$ cat src/sv/rffa_pkg.sv
// shared constants and types for the radial force field accumulator
package rffa_pkg;

  localparam int unsigned ROOT_W = 32;
  localparam int unsigned RADICAND_W = 64;
  localparam int unsigned DVD_W = 48;
  localparam int unsigned DVS_W = 32;
  localparam int unsigned QUOT_W = 18;

  // 0.0001 in q32.32, squared distance must lie strictly above it
  localparam logic [63:0] MIN_D2 = 64'd429496;

  typedef enum logic [1:0] {
    KIND_INWARD        = 2'd0,
    KIND_OUTWARD       = 2'd1,
    KIND_CLOCKWISE     = 2'd2,
    KIND_ANTICLOCKWISE = 2'd3
  } kind_t;

endpackage

$ cat src/sv/radial_force_field_accumulator.sv
// top level: sequencer, shared multiplier and force sums of the accumulator
// in_* carries one body and field pair per item; out_* carries the running
// force sum after that pair and a flag for a nonzero contribution.
// Each item gives exactly one result item, in order.
// A static pair or one too far apart in an axis goes from accept straight to
// the finish state, which loads the output register; one that fails the
// distance window check first goes through the squared distance, radius squared
// and the window check; a pair in range then also goes through the shared square
// root (start, load, 32 root bits), three passes through the shared divider (two
// direction components and the falloff ratio), and 10 steps of the shared 32x32
// multiplier and the saturating sums.
// in_tready is high only while the sequencer idles, so one pair is in work
// at a time; a new pair may be taken while the last result still waits.
// out_* is a holding register: a stalled receiver keeps the result steady
// and, once the next pair is done, holds the sequencer until it is taken.
// Reset (synchronous, rst_n low) clears the sums, the sequencer and out_tvalid.
// Sums are Q16.16, saturated to the signed 32-bit range; first_of_body
// clears them before its pair is added.
module radial_force_field_accumulator (
  input  logic         clk,
  input  logic         rst_n,
  input  logic         in_tvalid,
  output logic         in_tready,
  // body_x, body_y, body_mass, field_x, field_y, field_radius, field_strength
  input  logic [223:0] in_tdata,
  // first_of_body, body_static, field_kind
  input  logic [3:0]   in_tuser,
  output logic         out_tvalid,
  input  logic         out_tready,
  // force_x, force_y
  output logic [63:0]  out_tdata,
  // in_range
  output logic [0:0]   out_tuser
);

  typedef enum logic [4:0] {
    S_IDLE, S_SQX, S_SQY, S_R2, S_CMP, S_SQRT, S_DIVX, S_DIVY, S_DIVR,
    S_SM, S_MM0, S_MM1, S_MM2, S_NX0, S_NX1, S_NX2, S_NY1, S_NY2, S_ACC, S_FIN
  } state_t;

  state_t state_r;

  // input field views
  logic signed [31:0] body_x, body_y, field_x, field_y, field_strength;
  logic [30:0]        body_mass, field_radius;
  logic               first_of_body, body_static;
  logic [1:0]         field_kind;

  assign body_x         = in_tdata[31:0];
  assign body_y         = in_tdata[63:32];
  assign body_mass      = in_tdata[94:64];
  assign field_x        = in_tdata[126:95];
  assign field_y        = in_tdata[158:127];
  assign field_radius   = in_tdata[189:159];
  assign field_strength = in_tdata[221:190];
  assign first_of_body  = in_tuser[0];
  assign body_static    = in_tuser[1];
  assign field_kind     = in_tuser[3:2];

  // differences toward the field centre
  logic signed [32:0] dx, dy;
  logic [32:0]        adx, ady;
  assign dx  = 33'(field_x) - 33'(body_x);
  assign dy  = 33'(field_y) - 33'(body_y);
  assign adx = dx[32] ? 33'(-dx) : 33'(dx);
  assign ady = dy[32] ? 33'(-dy) : 33'(dy);

  // pair registers
  logic [30:0] ax_r, ay_r, rad_r, mass_r;
  logic [31:0] as_r;
  logic        sgnx_r, sgny_r, sgns_r;
  rffa_pkg::kind_t kind_r;

  logic [63:0] d2_r;
  logic [63:0] p_r;
  logic [63:0] acc_r;
  logic [31:0] dist_r;
  logic [17:0] nxm_r, nym_r;
  logic [16:0] fall_r;
  logic [13:0] sm_hi_r;
  logic [45:0] mm_r;
  logic [46:0] px_r, py_r;
  logic signed [31:0] sum_x_r, sum_y_r;
  logic        hit_r;
  logic        out_tvalid_r;
  logic [63:0] out_tdata_r;
  logic        out_range_r;

  // shared multiplier operands
  logic [31:0] mul_a, mul_b;
  always_comb begin
    mul_a = '0;
    mul_b = '0;
    case (state_r)
      S_SQX:   begin mul_a = {1'b0, ax_r};  mul_b = {1'b0, ax_r}; end
      S_SQY:   begin mul_a = {1'b0, ay_r};  mul_b = {1'b0, ay_r}; end
      S_R2:    begin mul_a = {1'b0, rad_r}; mul_b = {1'b0, rad_r}; end
      S_SM:    begin mul_a = as_r;          mul_b = {1'b0, mass_r}; end
      S_MM0:   begin mul_a = p_r[47:16];    mul_b = 32'(fall_r); end
      S_MM1:   begin mul_a = 32'(sm_hi_r);  mul_b = 32'(fall_r); end
      S_NX0:   begin mul_a = mm_r[31:0];    mul_b = 32'(nxm_r); end
      S_NX1:   begin mul_a = 32'(mm_r[45:32]); mul_b = 32'(nxm_r); end
      S_NX2:   begin mul_a = mm_r[31:0];    mul_b = 32'(nym_r); end
      S_NY1:   begin mul_a = 32'(mm_r[45:32]); mul_b = 32'(nym_r); end
      default: begin mul_a = '0;            mul_b = '0; end
    endcase
  end

  // partial products recombined: low product plus high product shifted up
  logic [63:0] comb_sum;
  assign comb_sum = acc_r + {p_r[31:0], 32'd0};

  // square root and divider
  logic        sqrt_start_r, sqrt_done;
  logic [31:0] sqrt_root;
  logic        div_start_r, div_done;
  logic [47:0] div_dvd_r;
  logic [31:0] div_dvs_r;
  logic [17:0] div_q;

  rffa_isqrt u_isqrt (
    .clk      (clk),
    .rst_n    (rst_n),
    .start    (sqrt_start_r),
    .radicand (d2_r),
    .done     (sqrt_done),
    .root     (sqrt_root)
  );

  rffa_div u_div (
    .clk      (clk),
    .rst_n    (rst_n),
    .start    (div_start_r),
    .dividend (div_dvd_r),
    .divisor  (div_dvs_r),
    .done     (div_done),
    .quot     (div_q)
  );

  // contributions and saturating sums
  logic               sx, sy;
  logic signed [49:0] qx, qy, cx, cy, tx, ty;
  assign sx = sgnx_r ^ sgns_r;
  assign sy = sgny_r ^ sgns_r;
  assign qx = sx ? -$signed(50'(px_r)) : $signed(50'(px_r));
  assign qy = sy ? -$signed(50'(py_r)) : $signed(50'(py_r));

  always_comb begin
    case (kind_r)
      rffa_pkg::KIND_INWARD:    begin cx = qx;  cy = qy;  end
      rffa_pkg::KIND_OUTWARD:   begin cx = -qx; cy = -qy; end
      rffa_pkg::KIND_CLOCKWISE: begin cx = -qy; cy = qx;  end
      default:                  begin cx = qy;  cy = -qx; end
    endcase
  end

  assign tx = 50'(sum_x_r) + cx;
  assign ty = 50'(sum_y_r) + cy;

  function automatic logic signed [31:0] sat32(input logic signed [49:0] v);
    logic signed [31:0] r;
    if (v > 50'sd2147483647) r = 32'sh7fffffff;
    else if (v < -50'sd2147483648) r = 32'sh80000000;
    else r = v[31:0];
    return r;
  endfunction

  always_ff @(posedge clk) begin
    if (!rst_n) begin
      state_r      <= S_IDLE;
      sum_x_r      <= '0;
      sum_y_r      <= '0;
      hit_r        <= 1'b0;
      out_tvalid_r <= 1'b0;
      sqrt_start_r <= 1'b0;
      div_start_r  <= 1'b0;
    end else begin
      sqrt_start_r <= 1'b0;
      div_start_r  <= 1'b0;
      p_r          <= mul_a * mul_b;
      // the finish state owns out_tvalid_r while it waits
      if (out_tvalid_r && out_tready && state_r != S_FIN) out_tvalid_r <= 1'b0;

      case (state_r)
        S_IDLE: begin
          if (in_tvalid) begin
            ax_r   <= adx[30:0];
            ay_r   <= ady[30:0];
            sgnx_r <= dx[32];
            sgny_r <= dy[32];
            rad_r  <= field_radius;
            mass_r <= body_mass;
            sgns_r <= field_strength[31];
            as_r   <= field_strength[31] ? 32'(-field_strength) : 32'(field_strength);
            kind_r <= rffa_pkg::kind_t'(field_kind);
            hit_r  <= 1'b0;
            if (first_of_body) begin
              sum_x_r <= '0;
              sum_y_r <= '0;
            end
            // too far apart in either axis can never be in range
            if (body_static || adx[32:31] != 2'b00 || ady[32:31] != 2'b00) begin
              state_r <= S_FIN;
            end else begin
              state_r <= S_SQX;
            end
          end
        end
        S_SQX: state_r <= S_SQY;
        S_SQY: begin
          d2_r    <= p_r;
          state_r <= S_R2;
        end
        S_R2: begin
          d2_r    <= d2_r + p_r;
          state_r <= S_CMP;
        end
        S_CMP: begin
          // p_r holds radius squared here
          if (d2_r > rffa_pkg::MIN_D2 && d2_r < p_r) begin
            sqrt_start_r <= 1'b1;
            state_r      <= S_SQRT;
          end else begin
            state_r <= S_FIN;
          end
        end
        S_SQRT: begin
          if (sqrt_done) begin
            dist_r      <= sqrt_root;
            div_dvd_r   <= {1'b0, ax_r, 16'd0};
            div_dvs_r   <= sqrt_root;
            div_start_r <= 1'b1;
            state_r     <= S_DIVX;
          end
        end
        S_DIVX: begin
          if (div_done) begin
            nxm_r       <= div_q;
            div_dvd_r   <= {1'b0, ay_r, 16'd0};
            div_start_r <= 1'b1;
            state_r     <= S_DIVY;
          end
        end
        S_DIVY: begin
          if (div_done) begin
            nym_r       <= div_q;
            div_dvd_r   <= {dist_r, 16'd0};
            div_dvs_r   <= {1'b0, rad_r};
            div_start_r <= 1'b1;
            state_r     <= S_DIVR;
          end
        end
        S_DIVR: begin
          if (div_done) begin
            fall_r  <= 17'h10000 - {1'b0, div_q[15:0]};
            state_r <= S_SM;
          end
        end
        S_SM: state_r <= S_MM0;
        S_MM0: begin
          sm_hi_r <= p_r[61:48];
          state_r <= S_MM1;
        end
        S_MM1: begin
          acc_r   <= p_r;
          state_r <= S_MM2;
        end
        S_MM2: begin
          mm_r    <= comb_sum[61:16];
          state_r <= S_NX0;
        end
        S_NX0: state_r <= S_NX1;
        S_NX1: begin
          acc_r   <= p_r;
          state_r <= S_NX2;
        end
        S_NX2: begin
          px_r    <= comb_sum[62:16];
          state_r <= S_NY1;
        end
        S_NY1: begin
          acc_r   <= p_r;
          state_r <= S_NY2;
        end
        S_NY2: begin
          py_r    <= comb_sum[62:16];
          state_r <= S_ACC;
        end
        S_ACC: begin
          sum_x_r <= sat32(tx);
          sum_y_r <= sat32(ty);
          hit_r   <= (px_r != '0) || (py_r != '0);
          state_r <= S_FIN;
        end
        S_FIN: begin
          if (!out_tvalid_r || out_tready) begin
            out_tvalid_r <= 1'b1;
            out_tdata_r  <= {sum_y_r, sum_x_r};
            out_range_r  <= hit_r;
            state_r      <= S_IDLE;
          end
        end
        default: state_r <= S_IDLE;
      endcase
    end
  end

  assign in_tready  = (state_r == S_IDLE);
  assign out_tvalid = out_tvalid_r;
  assign out_tdata  = out_tdata_r;
  assign out_tuser  = out_range_r;

endmodule

$ cat src/sv/rffa_isqrt.sv
// iterative integer square root, one root bit per cycle
module rffa_isqrt (
  input  logic                                clk,
  input  logic                                rst_n,
  input  logic                                start,
  input  logic [rffa_pkg::RADICAND_W-1:0]     radicand,
  output logic                                done,
  output logic [rffa_pkg::ROOT_W-1:0]         root
);

  localparam int unsigned RW = rffa_pkg::ROOT_W;

  logic [rffa_pkg::RADICAND_W-1:0] v_r;
  logic [RW+1:0]                   rem_r;
  logic [RW-1:0]                   root_r;
  logic [4:0]                      cnt_r;
  logic                            busy_r;
  logic                            done_r;

  logic [RW+3:0] rem_t;
  logic [RW+3:0] trial;
  logic [RW+3:0] rem_d;
  logic          ge;

  assign rem_t = {rem_r, v_r[rffa_pkg::RADICAND_W-1 -: 2]};
  assign trial = {2'b00, root_r, 2'b01};
  assign rem_d = rem_t - trial;
  assign ge    = (rem_t >= trial);

  always_ff @(posedge clk) begin
    if (!rst_n) begin
      busy_r <= 1'b0;
      done_r <= 1'b0;
      cnt_r  <= '0;
    end else begin
      done_r <= 1'b0;
      if (start) begin
        v_r    <= radicand;
        rem_r  <= '0;
        root_r <= '0;
        cnt_r  <= '0;
        busy_r <= 1'b1;
      end else if (busy_r) begin
        v_r    <= {v_r[rffa_pkg::RADICAND_W-3:0], 2'b00};
        rem_r  <= ge ? rem_d[RW+1:0] : rem_t[RW+1:0];
        root_r <= {root_r[RW-2:0], ge};
        cnt_r  <= cnt_r + 5'd1;
        if (cnt_r == 5'(RW - 1)) begin
          busy_r <= 1'b0;
          done_r <= 1'b1;
        end
      end
    end
  end

  assign done = done_r;
  assign root = root_r;

endmodule

$ cat src/sv/rffa_div.sv
// restoring divider, one quotient bit per cycle, quotient known to fit its width
module rffa_div (
  input  logic                           clk,
  input  logic                           rst_n,
  input  logic                           start,
  input  logic [rffa_pkg::DVD_W-1:0]     dividend,
  input  logic [rffa_pkg::DVS_W-1:0]     divisor,
  output logic                           done,
  output logic [rffa_pkg::QUOT_W-1:0]    quot
);

  localparam int unsigned QW = rffa_pkg::QUOT_W;
  localparam int unsigned SW = rffa_pkg::DVS_W;
  localparam int unsigned HW = rffa_pkg::DVD_W - QW;

  logic [SW-1:0] rem_r;
  logic [SW-1:0] dvs_r;
  logic [QW-1:0] dvd_r;
  logic [QW-1:0] q_r;
  logic [4:0]    cnt_r;
  logic          busy_r;
  logic          done_r;

  logic [SW:0] t;
  logic [SW:0] diff;
  logic        ge;

  assign t    = {rem_r, dvd_r[QW-1]};
  assign diff = t - {1'b0, dvs_r};
  assign ge   = (t >= {1'b0, dvs_r});

  always_ff @(posedge clk) begin
    if (!rst_n) begin
      busy_r <= 1'b0;
      done_r <= 1'b0;
      cnt_r  <= '0;
    end else begin
      done_r <= 1'b0;
      if (start) begin
        // high part is below the divisor, so only the low bits make quotient
        rem_r  <= SW'(dividend[rffa_pkg::DVD_W-1 -: HW]);
        dvd_r  <= dividend[QW-1:0];
        dvs_r  <= divisor;
        q_r    <= '0;
        cnt_r  <= '0;
        busy_r <= 1'b1;
      end else if (busy_r) begin
        rem_r <= ge ? diff[SW-1:0] : t[SW-1:0];
        q_r   <= {q_r[QW-2:0], ge};
        dvd_r <= {dvd_r[QW-2:0], 1'b0};
        cnt_r <= cnt_r + 5'd1;
        if (cnt_r == 5'(QW - 1)) begin
          busy_r <= 1'b0;
          done_r <= 1'b1;
        end
      end
    end
  end

  assign done = done_r;
  assign quot = q_r;

endmodule

$ cat config.mk
export PLATFORM = sky130hd
export DESIGN_NAME = radial_force_field_accumulator
export DESIGN_NICKNAME = d
export VERILOG_FILES = /design/src/sv/rffa_pkg.sv /design/src/sv/radial_force_field_accumulator.sv /design/src/sv/rffa_isqrt.sv /design/src/sv/rffa_div.sv
export SDC_FILE = /design/constraint.sdc
export NUM_CORES = 2
export LEC_CHECK = 0
export BUFFER_PORTS_ARGS = -buffer_cell sky130_fd_sc_hd__buf_2
export CAP_MARGIN = 40
export CORE_MARGIN = 2
export CORE_UTILIZATION = 31
export CTS_CLUSTER_DIAMETER = 30
export DETAILED_ROUTE_END_ITERATION = 10
export HOLD_SLACK_MARGIN = 0.08
export SLEW_MARGIN = 30
export SYNTH_ARGS = -nofsm -noshare
export SYNTH_HDL_FRONTEND = slang
export SYNTH_SLANG_ARGS = --single-unit
export TNS_END_PERCENT = 50
$ cat constraint.sdc
create_clock -name clk -period 27.3 [get_ports clk]
set_input_delay 0 -clock clk [delete_from_list [all_inputs] [get_ports clk]]
set_output_delay 0 -clock clk [all_outputs]
set_load 0.01 [all_outputs]
Yosys cells after proc, flatten, opt, wreduce, memory -nomap -nowiden
Cells that the tools add are included.
{"block": "classes", "add_sub_neg": 18, "multipliers": 1, "n_lt_le_gt_ge": 8, "n_eq_ne": 31, "muxes": 62, "n_bitwise": 5, "n_reduce_logical": 52}
{"op": "32-bit two-way mux", "count": 11}
{"op": "50-bit one-hot mux with 3 select lines", "count": 2}
{"op": "32-bit one-hot mux with 8 select lines", "count": 1}
{"op": "31-bit one-hot mux with 7 select lines", "count": 1}
{"op": "32-bit one-hot mux with 2 select lines", "count": 3}
{"op": "48-bit two-way mux", "count": 3}
{"op": "48-bit one-hot mux with 3 select lines", "count": 1}
{"op": "64-bit two-way mux", "count": 2}
{"op": "64-bit one-hot mux with 2 select lines", "count": 1}
{"op": "32-bit by 50-bit adder with 50-bit output", "count": 2}
{"op": "50-bit by 32-bit greater-than comparator with 1-bit output, second input constant", "count": 2}
{"op": "50-bit by 32-bit < comparator with 1-bit output, second input constant", "count": 2}
{"op": "50-bit two-way mux", "count": 2}
{"op": "47-bit negator with 50-bit output", "count": 2}
{"op": "50-bit negator", "count": 2}
{"op": "5-bit one-hot mux with 20 select lines", "count": 1}
{"op": "47-bit nonzero test", "count": 2}
{"op": "34-bit two-way mux", "count": 2}
{"op": "33-bit two-way mux", "count": 2}
{"op": "33-bit negator", "count": 2}
{"op": "32-bit by 32-bit subtractor with 33-bit output", "count": 2}
{"op": "64-bit adder", "count": 1}
{"op": "64-bit by 19-bit greater-than comparator with 1-bit output, second input constant", "count": 1}
{"op": "64-bit < comparator", "count": 1}
{"op": "other kinds (41)", "count": 126}
{"block": "word_totals", "reg_bits": 1053, "input_bits": 232, "out_inout_bits": 67, "wordCells": 223}

Longest topological paths before layout
{"block": "depth", "depth_word": 9, "mapped_depth": 42}

Modules after synthesis
A second synthesis with hierarchy kept.
{"block": "hier_totals", "hier_cells": 10612, "area_unflattened_um2": 98409.4}
{"module": "radial_force_field_accumulator", "n_inst": 1, "cells_each": 9362, "area_per_inst_um2": 84536.1}
{"module": "rffa_isqrt", "n_inst": 1, "cells_each": 689, "area_per_inst_um2": 7676.1}
{"module": "rffa_div", "n_inst": 1, "cells_each": 561, "area_per_inst_um2": 6197.2}

Least setup slack after synthesis
Ideal clock, no wire load.
{"block": "synth_timing", "path_kind": "reg-to-reg", "startpoint": "register state_r[3]", "endpoint": "register p_r[59] (data pin)", "setup_time_ns": 0.260, "t_arrival_ns": 9.777, "path_slack_ns": 17.263, "stages_incl_launch_ff": 37, "n_path_buf": 6, "period_less_slack_ns": 10.037, "path_cell_list": "dfxtp_1 -> clkbuf_1 -> nand2_1 -> nor2_1 -> clkbuf_1 -> buf_1 -> clkbuf_1 -> buf_1 -> a21o_1 -> clkbuf_1 -> nand2_1 -> fa_1 -> inv_1 -> fa_1 -> fa_1 -> fa_1 -> fa_1 -> fa_1 -> fa_1 -> inv_1 -> fa_1 -> inv_1 -> ha_1 -> nand4_1 -> nor3_1 -> nand4_1 -> o31a_1 -> o31a_1 -> o211a_1 -> o211ai_1 -> a221oi_1 -> o211ai_1 -> nand2_1 -> o21ai_0 -> a21oi_1 -> o21ba_2 -> xnor2_1"}
{"block": "synth_via", "elab_chain_cells": 4}
{"item": "from (decl)", "line": "radial_force_field_accumulator.sv:41", "rtl": "state_t state_r;"}
{"item": "from (signal assigned)", "line": "radial_force_field_accumulator.sv:170", "rtl": "state_r <= S_IDLE;"}
{"item": "from (signal assigned)", "line": "radial_force_field_accumulator.sv:203", "rtl": "state_r <= S_FIN;"}
{"item": "from (signal assigned)", "line": "radial_force_field_accumulator.sv:205", "rtl": "state_r <= S_SQX;"}
{"item": "5-bit == test / 5-bit by 4-bit == test with 1-bit output (equally long branches)", "line": "radial_force_field_accumulator.sv:94", "rtl": "case (state_r)"}
{"item": "2-bit OR reduction (no line)"}
{"item": "32-bit one-hot mux with 8 select lines / 31-bit one-hot mux with 7 select lines (equally long branches)", "line": "radial_force_field_accumulator.sv:94"}
{"item": "32-bit by 32-bit multiplier with 64-bit output (*)", "line": "radial_force_field_accumulator.sv:180", "rtl": "p_r <= mul_a * mul_b;"}
{"item": "to (signal assigned)", "line": "radial_force_field_accumulator.sv:180"}
{"item": "to (decl)", "line": "radial_force_field_accumulator.sv:75", "rtl": "logic [63:0] p_r;"}
Mark *: on every way between the ends. The rest lies on a longest branch, timed or not.
A chain may end at the register's enable or synchronous reset.

Worst setup path in the final report
{"block": "layout_timing", "startpoint": "register state_r[3]", "endpoint": "register p_r[63] (data pin)"}
Same word-level chain as after synthesis.

==> results.cfg <==
[critical_path]
cp_common_cell = fa_1
reg2reg_to = p_r[63]
crit_path_top_delay_cell = dfxtp_1
crit_type = reg -> reg
arrival_ps = 13470
r2r_slack_ps = 14400
worstSetupStartpoint = state_r[3]
crit_required_ps = 27860
reg2reg_from = state_r[3]
critPathMaxStageDelay_ps = 860
cp-end-kind = flip-flop
worstPathMaxFanout = 21
start_kind = flip-flop
critPathTopFamily = adder cells
rr_worst_depth = 33
path_buf_inv = 4

[floorplanning]
die-area_mm2 = 0.3133
core-area_mm2 = 0.3081
die_h_um = 559.7
start_util_pct = 31.08
die_x_um = 559.7
rows = 204
pin_count = 299

[timing]
tightest_slew_ps = 1132
maxSlewHeadroom_pct = 24.53
hold_viol = 0
clock_skew_ps = 158.9
fin_crit_ps = 12910
setup_tns_ps = 0
rsz0062_at_grt = false
fmax_mhz = 77.49
worst_slack_ps = 14400
final.period_utilization_pct = 47.27
slew_viol_final = 0
setup_viol = 0

[clock_network]
cts.sinks = 1005
clk_pin_slew_ps = 60
numCtsBuffers = 182
cts_htree_levels = 4
clockRootBuffer = clkbuf_16
cts_tree = yes
clock_latency_ps = 880
cts_setup_buffers = 0
clockBufferDepth = 4

[synth]
synthTopCellsByArea = edfxtp_1 29%, fa_1 18%, ha_1 8.6%
synth.distinct_cells = 109
synth_top_area_share_pct = 28.79
synth_top_flop_cell = edfxtp_1
yosysWarnings = 0
seq_area_frac_synth_pct = 30.61
syn_area_per_cell_um2 = 9.462
synth-edff-count = 918
synth-seq-cells = 1005
yosysTopAreaCell = edfxtp_1
synthesis.nets = 11881
syn_area_mm2 = 0.09574
synthCells = 10118
synthArstFlopShare_pct = 0

[grt]
track_usage_pct = 19.50
grt_pass1_vias = 75086
grt_max_degree = 199
grt_pass1_wl_um = 468700
grt_overflow = 0
antenna_found_initial = 25

[route]
vias = 77213
viasPerCell = 5.143
antenna_left = 0
drc = 0
wirelength_um = 311700
drtPass1Iterations = 6
wl_per_cell_um = 20.76
first_iter_violations = 6498

[job]
maxCapViolations = 0

[final_layout]
drive_above_1_share_pct = 10.10
syn2layout_area_growth_pct = 17.77
fillers = 30886
multi_input_area_mm2 = 0.06037
ff_latch_area_mm2 = 0.02931
fin_nets = 12496

[min_path]
holdPathStages = 5
hold_path.class = in -> reg
hp-start = in_tdata[158]
holdPathEnd = ay_r[10]

[placed_design]
dpl.hpwl_um = 240100
gp_congestion = 0.9581
numPortBuffers = 296
dp_slack_ps = 14620

[run_status]
status = completed
placed cells by master (no fill, tap or decap), types with 94 or more instances in the layout:
cell and count:
inv_1 1271, xor2_1 189, nand2_1 1219, buf_2 297
nor3_1 145, dlygate4sd3_1 379, clkbuf_16 185, xnor2_1 425
nand3_1 154, mux2_2 94, a21o_1 164, o21ai_0 438
fa_1 874, buf_4 155, edfxtp_1 918, nor2_1 965
a21oi_1 527, ha_1 657
synth_stat cells, drive strengths merged (16+ instances only):
library cell / count
a211o: 28
a211oi: 65
a21boi: 16
a21o: 164
a21oi: 532
a221o: 55
a221oi: 26
a222oi: 23
a22oi: 92
a31oi: 72
a41oi: 24
and2: 47
and3: 49
buf: 56
clkbuf: 375
dfxtp: 87
edfxtp: 918
fa: 874
ha: 657
inv: 1273
mux2: 94
mux2i: 49
nand2: 1220
nand2b: 64
nand3: 155
nand4: 96
nor2: 983
nor2b: 73
nor3: 158
nor4: 88
o211ai: 69
o21a: 53
o21ai: 447
o21bai: 66
o311ai: 16
o31ai: 60
o41ai: 31
or2: 54
or3: 64
or4: 37
xnor2: 432
xor2: 191
sequential cells by signal, indices dropped and copies added (netlist names), 34 cells and up:
register and flops:
d2_r 64, px_r 47, u_isqrt.rem_r 34, u_isqrt.v_r 64
py_r 47, out_tdata 64, acc_r 47, mm_r 46
p_r 64
per-stage QoR:
step / area, µm² / hold slack [ps] / util [%] / cells
2_1_floorplan: 95740 / 98.87 / - / 10118
3_3_place_gp: 102300 / 178.5 / 33.21 / 14260
3_5_place_dp: 102500 / 179.0 / 33.28 / 14271
4_1_cts: 112400 / 81.22 / 36.50 / 14980
5_1_grt: 112700 / 169.0 / 36.59 / 15005
6_report: 112700 / 131.7 / 36.60 / 15013
worst max path at each step:
stage,endpoint,cells past startpoint
3_5_place_dp,p_r[63],33
2_1_floorplan,p_r[59],36
6_report,p_r[63],33
4_1_cts,p_r[63],33
3_3_place_gp,p_r[63],33
5_1_grt,p_r[63],36
kinds of logic after synthesis:
logic type / after synthesis / synth area share (%)
AO/OA/AOI/OAI: 1959 / 13.51
XOR/XNOR: 624 / 5.765
adder cells (fa/ha/maj): 1532 / 26.87
buffers and inverters: 1707 / 6.772
flip-flops: 1005 / 30.61
multiplexers: 143 / 1.618
AND/OR/NAND/NOR: 3148 / 14.86
worst register-to-register path: cells and delay by family (launching register included):
| kind | cells | cell delay (ps) |
|---|---|---|
| DFF | 1 | 860 |
| adders and majority gates | 9 | 4790 |
| xor gates and xnor gates | 1 | 240 |
| and+or+nand+nor | 4 | 1940 |
| AOI/OAI and AO/OA | 15 | 4300 |
| buffers and inverters | 4 | 530 |
per-layer routing:
metal  track usage, %  share of wire, %
met5                0             0.024
met4            9.027               5.3
met3            4.255               8.3
met2            31.05                45
met1            25.17                41
timing repair:
item,4_1_cts,5_1_grt
endpoints found under the hold margin,230,0
hold buffers,379,0
gates resized for setup,0,0
endpoints found under the setup margin,0,0
area by class of cell:
class | count | area share, %
multi-input combinational | 7406 | 53.55
sequential | 1005 | 26.00
timing repair buffer | 862 | 6.183
tap | 4120 | 4.572
inverter | 1276 | 4.248
clock buffer | 195 | 4.157
clock inverter | 135 | 1.264
antenna | 14 | 0.03107
Power is not shown: default switching activity piles up to over one toggle a cycle in this logic, so the estimate is an artifact.
